==> src/hdl/spq_pkg.sv <==
// Shared types and constants for the sorted priority queue.
// Used by spq_cell and sorted_priority_queue; depends on nothing else.
package spq_pkg;

    localparam int DEPTH_DEFAULT = 16;
    localparam int KEY_W         = 16;
    localparam int TAG_W         = 16;
    localparam int COUNT_W       = 5;

    typedef enum logic [1:0] {
        ACT_INSERT     = 2'd0,
        ACT_REMOVE_MIN = 2'd1,
        ACT_REMOVE_MAX = 2'd2,
        ACT_CLEAR      = 2'd3
    } action_t;

    typedef enum logic [1:0] {
        ST_OK    = 2'd0,
        ST_EMPTY = 2'd1,
        ST_FULL  = 2'd2
    } status_t;

    typedef struct packed {
        action_t                   action;
        logic signed [KEY_W-1:0]   priority_req;
        logic        [TAG_W-1:0]   payload;
    } req_word_t;

    typedef struct packed {
        status_t                   status;
        logic signed [KEY_W-1:0]   out_priority;
        logic        [TAG_W-1:0]   out_payload;
        logic        [COUNT_W-1:0] entry_count;
    } rsp_word_t;

    typedef struct packed {
        logic signed [KEY_W-1:0] key;
        logic        [TAG_W-1:0] tag;
    } entry_t;

    // Broadcast from the top level to every cell.
    typedef struct packed {
        logic   insert_en;
        logic   remove_en;
        entry_t new_entry;
    } cell_ctrl_t;

endpackage

==> src/hdl/spq_cell.sv <==
// One slot of the sorted queue: holds an entry and shifts with its neighbors.
// Depends on spq_pkg.
module spq_cell
    import spq_pkg::*;
(
    input  logic       clk,
    input  cell_ctrl_t ctrl,
    input  logic       in_use,
    input  logic       left_le,
    input  entry_t     left_entry,
    input  entry_t     right_entry,
    output logic       le,
    output entry_t     entry
);

    entry_t entry_reg;
    entry_t entry_next;

    // Occupied slots holding a key no greater than the new one stay ahead of it.
    assign le    = in_use && (entry_reg.key <= ctrl.new_entry.key);
    assign entry = entry_reg;

    always_comb
    begin
        entry_next = entry_reg;
        if (ctrl.insert_en)
        begin
            if (le)
                entry_next = entry_reg;
            else if (left_le)
                entry_next = ctrl.new_entry;
            else
                entry_next = left_entry;
        end
        else if (ctrl.remove_en)
        begin
            // advance toward the head
            entry_next = right_entry;
        end
    end

    always_ff @(posedge clk)
    begin
        entry_reg <= entry_next;
    end

endmodule

==> src/hdl/sorted_priority_queue.sv <==
// Sorted priority queue: a row of DEPTH shifting cells kept in ascending key order.
// The response word is registered: it appears in the cycle after the request word is accepted.
// Throughput: one request word per cycle while the response side is not stalled.
// All cells compare against the new key in parallel.
// Reset clears the entry count and the response valid; cell contents stay undefined.
// Depends on spq_pkg and spq_cell.
module sorted_priority_queue
    import spq_pkg::*;
#(
    parameter int DEPTH = DEPTH_DEFAULT
)
(
    input  logic      clk,
    input  logic      rst_n,
    input  logic      req_valid,
    output logic      req_stall,
    input  req_word_t req,
    output logic      rsp_valid,
    input  logic      rsp_stall,
    output rsp_word_t rsp
);

    localparam int OCC_W = $clog2(DEPTH + 1);
    localparam int IDX_W = (DEPTH > 1) ? $clog2(DEPTH) : 1;

    logic [OCC_W-1:0] occ_reg;
    logic [OCC_W-1:0] occ_next;
    logic             rsp_valid_reg;
    logic             rsp_valid_next;
    rsp_word_t        rsp_reg;
    rsp_word_t        rsp_next;

    logic             accept;
    logic             is_full;
    logic             is_empty;
    logic [IDX_W-1:0] tail_idx;
    logic [OCC_W-1:0] occ_m1;
    logic [OCC_W+COUNT_W-1:0] count_ext;
    cell_ctrl_t       ctrl;

    entry_t           entries [DEPTH];
    logic             le_vec  [DEPTH];

    assign req_stall = rsp_valid_reg && rsp_stall;
    assign accept    = req_valid && !req_stall;
    assign rsp_valid = rsp_valid_reg;
    assign rsp       = rsp_reg;

    assign is_full  = (occ_reg == OCC_W'(DEPTH));
    assign is_empty = (occ_reg == '0);
    assign occ_m1   = occ_reg - OCC_W'(1);
    assign tail_idx = occ_m1[IDX_W-1:0];

    assign ctrl.insert_en = accept && (req.action == ACT_INSERT) && !is_full;
    assign ctrl.remove_en = accept && (req.action == ACT_REMOVE_MIN) && !is_empty;
    assign ctrl.new_entry.key = req.priority_req;
    assign ctrl.new_entry.tag = req.payload;

    for (genvar i = 0; i < DEPTH; i++)
    begin : g_cell
        logic   in_use;
        logic   left_le;
        entry_t left_entry;
        entry_t right_entry;

        assign in_use = (OCC_W'(i) < occ_reg);

        if (i == 0)
        begin : g_head
            assign left_le    = 1'b1;
            assign left_entry = ctrl.new_entry;
        end
        else
        begin : g_body
            assign left_le    = le_vec[i-1];
            assign left_entry = entries[i-1];
        end

        if (i == DEPTH - 1)
        begin : g_tail
            assign right_entry = entries[i];
        end
        else
        begin : g_mid
            assign right_entry = entries[i+1];
        end

        spq_cell u_cell (
            .clk         (clk),
            .ctrl        (ctrl),
            .in_use      (in_use),
            .left_le     (left_le),
            .left_entry  (left_entry),
            .right_entry (right_entry),
            .le          (le_vec[i]),
            .entry       (entries[i])
        );
    end

    always_comb
    begin
        occ_next       = occ_reg;
        rsp_next       = rsp_reg;
        rsp_valid_next = rsp_valid_reg && rsp_stall;
        count_ext      = '0;
        if (accept)
        begin
            rsp_valid_next        = 1'b1;
            rsp_next.status       = ST_OK;
            rsp_next.out_priority = '0;
            rsp_next.out_payload  = '0;
            case (req.action)
                ACT_INSERT:
                begin
                    if (is_full)
                        rsp_next.status = ST_FULL;
                    else
                        occ_next = occ_reg + OCC_W'(1);
                end
                ACT_REMOVE_MIN:
                begin
                    if (is_empty)
                        rsp_next.status = ST_EMPTY;
                    else
                    begin
                        occ_next              = occ_m1;
                        rsp_next.out_priority = entries[0].key;
                        rsp_next.out_payload  = entries[0].tag;
                    end
                end
                ACT_REMOVE_MAX:
                begin
                    if (is_empty)
                        rsp_next.status = ST_EMPTY;
                    else
                    begin
                        occ_next              = occ_m1;
                        rsp_next.out_priority = entries[tail_idx].key;
                        rsp_next.out_payload  = entries[tail_idx].tag;
                    end
                end
                ACT_CLEAR:
                begin
                    occ_next = '0;
                end
                default:
                begin
                    occ_next = occ_reg;
                end
            endcase
            // mask the count to the field width
            count_ext            = {{COUNT_W{1'b0}}, occ_next};
            rsp_next.entry_count = count_ext[COUNT_W-1:0];
        end
    end

    always_ff @(posedge clk or negedge rst_n)
    begin
        if (!rst_n)
        begin
            occ_reg       <= '0;
            rsp_valid_reg <= 1'b0;
        end
        else
        begin
            occ_reg       <= occ_next;
            rsp_valid_reg <= rsp_valid_next;
        end
    end

    always_ff @(posedge clk)
    begin
        rsp_reg <= rsp_next;
    end

endmodule
==> config.mk <==
export PLATFORM = sky130hd
export DESIGN_NAME = sorted_priority_queue
export DESIGN_NICKNAME = d
export VERILOG_FILES = /design/src/hdl/spq_pkg.sv /design/src/hdl/spq_cell.sv /design/src/hdl/sorted_priority_queue.sv
export SDC_FILE = /design/constraint.sdc
export NUM_CORES = 2
export LEC_CHECK = 0
export BUFFER_PORTS_ARGS = -buffer_cell sky130_fd_sc_hd__buf_2
export CAP_MARGIN = 20
export CORE_MARGIN = 5
export CORE_UTILIZATION = 55
export CTS_CLUSTER_DIAMETER = 50
export DETAILED_ROUTE_END_ITERATION = 10
export HOLD_SLACK_MARGIN = 0.08
export PLACE_DENSITY_LB_ADDON = 0.25
export SYNTH_ARGS = -nofsm -noshare
export SYNTH_HDL_FRONTEND = slang
export SYNTH_SLANG_ARGS = --single-unit
==> constraint.sdc <==
create_clock -name clk -period 11 [get_ports clk]
set_input_delay 1.1 -clock clk [delete_from_list [all_inputs] [get_ports clk]]
set_output_delay 1.1 -clock clk [all_outputs]
set_load 0.05 [all_outputs]
==> impl_table.tex <==
\begin{tabular}{lr}
\hline
Metric & Value \\
\hline
\multicolumn{2}{l}{\textbf{Placement}} \\
Inst Count DP & 4272 \\
Post-placement cell area & around 38000 µm² \\
Port Buffers & 78 \\
RePlAce Congestion & just under 1 \\
Estimated wirelength of the detail-placed design & approximately 86000 µm \\
Worst-case setup slack after placement & about 5.7 ns \\
\multicolumn{2}{l}{\textbf{Detailed routing}} \\
Number of detailed-routing iterations run before antenna repair & 7 \\
Total number of vias & between 30000 and 40000 \\
Per-cell via count in the routed design & just over 7 \\
Starting DRC count in detailed routing & between 4000 and 5000 \\
Average wire length per cell after detail routing & between 30 and 40 µm \\
DRC Markers & 0 \\
Antenna-violating nets left & 0 \\
Total detailed-routing wirelength & around 140000 µm \\
\multicolumn{2}{l}{\textbf{Timing}} \\
Final Hold Fails & 0 \\
Post-route worst setup slack & approximately 6.0 ns \\
Final slew viol count & 0 \\
Worst-margin pin slew & 1.26 ns \\
Worst slew margin & 0.163 \\
Clock period minus final worst setup slack & approximately 5 ns \\
Fmax achieved & between 200 and 250 MHz \\
Setup violations, final & 0 \\
Final worst path period share & 0.453 \\
TNS Setup & 0 ns \\
RSZ-0062 raised after global routing & no \\
Final-layout worst hold slack & about 0.3 ns \\
Final clock skew & 0.0298 ns \\
\multicolumn{2}{l}{\textbf{Yosys}} \\
Area share of the largest cell type after synthesis & 0.444 \\
Count of warnings emitted by yosys & 0 \\
EDFF count, synth & between 500 and 600 \\
Library cell with the largest summed area after synthesis & edfxtp\_1 \\
Synth area leaders & edfxtp\_1 44\%, ha\_1 8.9\%, mux4\_2 7.7\% \\
Synthesis-stage register bit count & 557 \\
Cell area after technology mapping & 37200 µm² \\
Netlist cell types & 73 \\
Synthesized netlist net count & 3850 \\
Average cell area after synthesis & roughly 10 µm² \\
Share of the yosys chip area belonging to registers & 0.448 \\
Cells after Synth & approximately 3500 \\
Share of async-settable or async-resettable flops after synthesis & 0.0108 \\
Top\_reg\_cell synth & edfxtp\_1 \\
\multicolumn{2}{l}{\textbf{CTS}} \\
Clock network latency to the later pin of the worst-skew pair & around 0.66 ns \\
Hold-fix buffers, CTS & 0 \\
Buffer count from post-CTS setup fixing & 0 \\
Cell at the root of the clock tree & clkbuf\_16 \\
Max H-tree Level & 3 \\
Clock tree sinks & around 560 \\
TritonCTS Buffers & between 70 and 80 \\
Post-CTS sizing & 0 \\
Clock-pin slew reported for the worst setup and hold paths after clock tree synthesis & around 0.06 ns \\
TritonCTS clock tree & yes \\
Maximum buffer depth of the clock tree & 3 \\
\multicolumn{2}{l}{\textbf{Global route}} \\
Global route total overflow & 0 \\
Via count of the first global-routing pass & 30808 \\
Number of antenna violations at the first check in global routing & 4 \\
Largest net degree at the start of global routing & roughly 240 \\
Global-route usage over all layers & 0.358 \\
Global-route wire length before repair & about 200000 µm \\
\multicolumn{2}{l}{\textbf{Cells and area}} \\
Max FFs per register & between 500 and 600 \\
Share of cells above drive strength 1 & 0.132 \\
Number of nets at the end of the flow & between 3000 and 4000 \\
Final design instance area without fill & just over 40000 µm² \\
Most frequent cells in the layout & 551 x edfxtp\_1, 491 x nand2\_1, 367 x nor2\_1 \\
Final std cells w/o fill & roughly 4400 \\
Number of inserted filler cells in the final layout & 5402 \\
Layout Utilization & 0.610 \\
Most common cell after layout, fill and taps aside & edfxtp\_1 \\
Area added between synthesis and finish & 9.90\% \\
\multicolumn{2}{l}{\textbf{Job}} \\
Number of max-cap violations & 0 \\
\multicolumn{2}{l}{\textbf{Setup path}} \\
Top fanout value on the critical path & between 150 and 200 \\
Worst Setup Path Type & reg2reg \\
Worst flop-to-flop path endpoint & g\_cell[12].u\_cell.entry[1] \\
Setup crit start kind & flip-flop \\
Data required time of the worst path & about 11 ns \\
Origin of the critical flop-to-flop path & occ\_reg[0] \\
Crit. Startpoint & occ\_reg[0] \\
Register-to-Register Path Depth & 8 \\
Arrival time reported for the critical path endpoint & roughly 5.4 ns \\
Element type at the critical path end & flip-flop \\
Worst R2R Setup Slack & 6.02 ns \\
\multicolumn{2}{l}{\textbf{Pwr}} \\
Overall power after layout & between 9 and 10 mW \\
Power density relative to cell area & about 220 nW/µm² \\
Worst supply voltage drop on vdd & 0.000201 V \\
Static leakage & $\sim$15 nW \\
\multicolumn{2}{l}{\textbf{Die}} \\
Starting density of the core & 0.555 \\
Floorplan row count & 95 \\
DIE AREA & 73000 µm² \\
Height of the die & between 200 and 300 µm \\
Overall die width & 270 µm \\
Core footprint & between 60000 and 70000 µm² \\
IO Pins & a little under 80 \\
\multicolumn{2}{l}{\textbf{Hold path}} \\
Classification of the worst-slack hold path & in2async \\
\multicolumn{2}{l}{\textbf{Run status}} \\
Run status & completed \\
\hline
\end{tabular}
-- worst max-delay path, cell delays in order (launching register included) --
cell and delay, ns:
dfrtp_4 0.78, inv_1 0.37, ha_4 0.27, a31oi_1 0.37
and2_4 0.65, buf_12 0.55, buf_4 0.82, nand2_1 0.42
o211ai_1 0.30
-- power breakdown --
part           total (mW)  leakage [nW]  internal [mW]  switching (mW)
Combinational        3.74          8.56           1.27            2.47
Sequential           2.85          5.15           2.62           0.225
Clock                2.57          1.26           1.51            1.06
-- how the worst max path moves through the flow --
stage                                            end  slack, ns  depth (start not counted)
after floorplan            g_cell[4].u_cell.entry[0]       5.07                         10
after global placement     g_cell[2].u_cell.entry[6]       5.61                         12
after detailed placement   g_cell[2].u_cell.entry[2]       5.66                         12
after CTS                 g_cell[12].u_cell.entry[1]       6.16                          8
after global routing      g_cell[3].u_cell.entry[11]       5.86                          8
final                     g_cell[12].u_cell.entry[1]       6.02                          8
-- layout make-up --
class | count | area (µm²) | share of cell area
diodes | 1 | 2.50 | 0.0000611
clock buffers | 90 | 2020 | 0.0493
clock inverters | 54 | 564 | 0.0138
inverters | 73 | 274 | 0.00669
multi-input cells | 2625 | 19300 | 0.473
flip-flops and latches | 557 | 16700 | 0.408
well taps | 873 | 1090 | 0.0267
repair buffers | 144 | 936 | 0.0229
-- metal layers --
layer,global-route usage,part of all wire,up-vias
met5,0,0.00028,-
met4,0.197,0.067,6
met3,0.0761,0.11,480
met2,0.562,0.45,2270
met1,0.468,0.37,15538
li1,-,-,13451
-- logic make-up (layout without fill, tap and decap cells) --
group           after synthesis  count (layout)  synth area share
xor+xnor                      3               3          0.000706
mux                         358             358             0.140
compound gates              740             740             0.134
flops                       557             557             0.448
other cells                   0               1                 0
buf+inv                     366             361            0.0399
fa+ha+maj                   264             264            0.0887
simple gates               1260            1260             0.148
-- cells in the mapped netlist, types with 4 or more instances --
master     instances
edfxtp_1         551
nand2_1          497
nor2_1           367
a21oi_1          275
ha_1             264
clkbuf_1         209
nand3_1          208
o211ai_1         201
mux2i_1          196
mux4_2           128
nand4_1           87
inv_1             72
a21o_1            46
buf_2             46
o21ai_0           37
a221oi_1          34
a32oi_1           32
nand3b_1          32
a221o_1           30
buf_1             29
mux2_2            29
nor2b_1           19
a211oi_1          12
nor3_1            11
o221ai_1          11
o21a_1             9
o21ai_1            8
a31oi_1            7
and3_1             7
dfrtp_1            6
or2_1              6
a2111oi_0          5
mux2_1             5
nor4_1             5
and2_1             4
and4_1             4
buf_4              4
buf_6              4
o22ai_1            4
No activity file was read; power rests on OpenSTA's default activity.
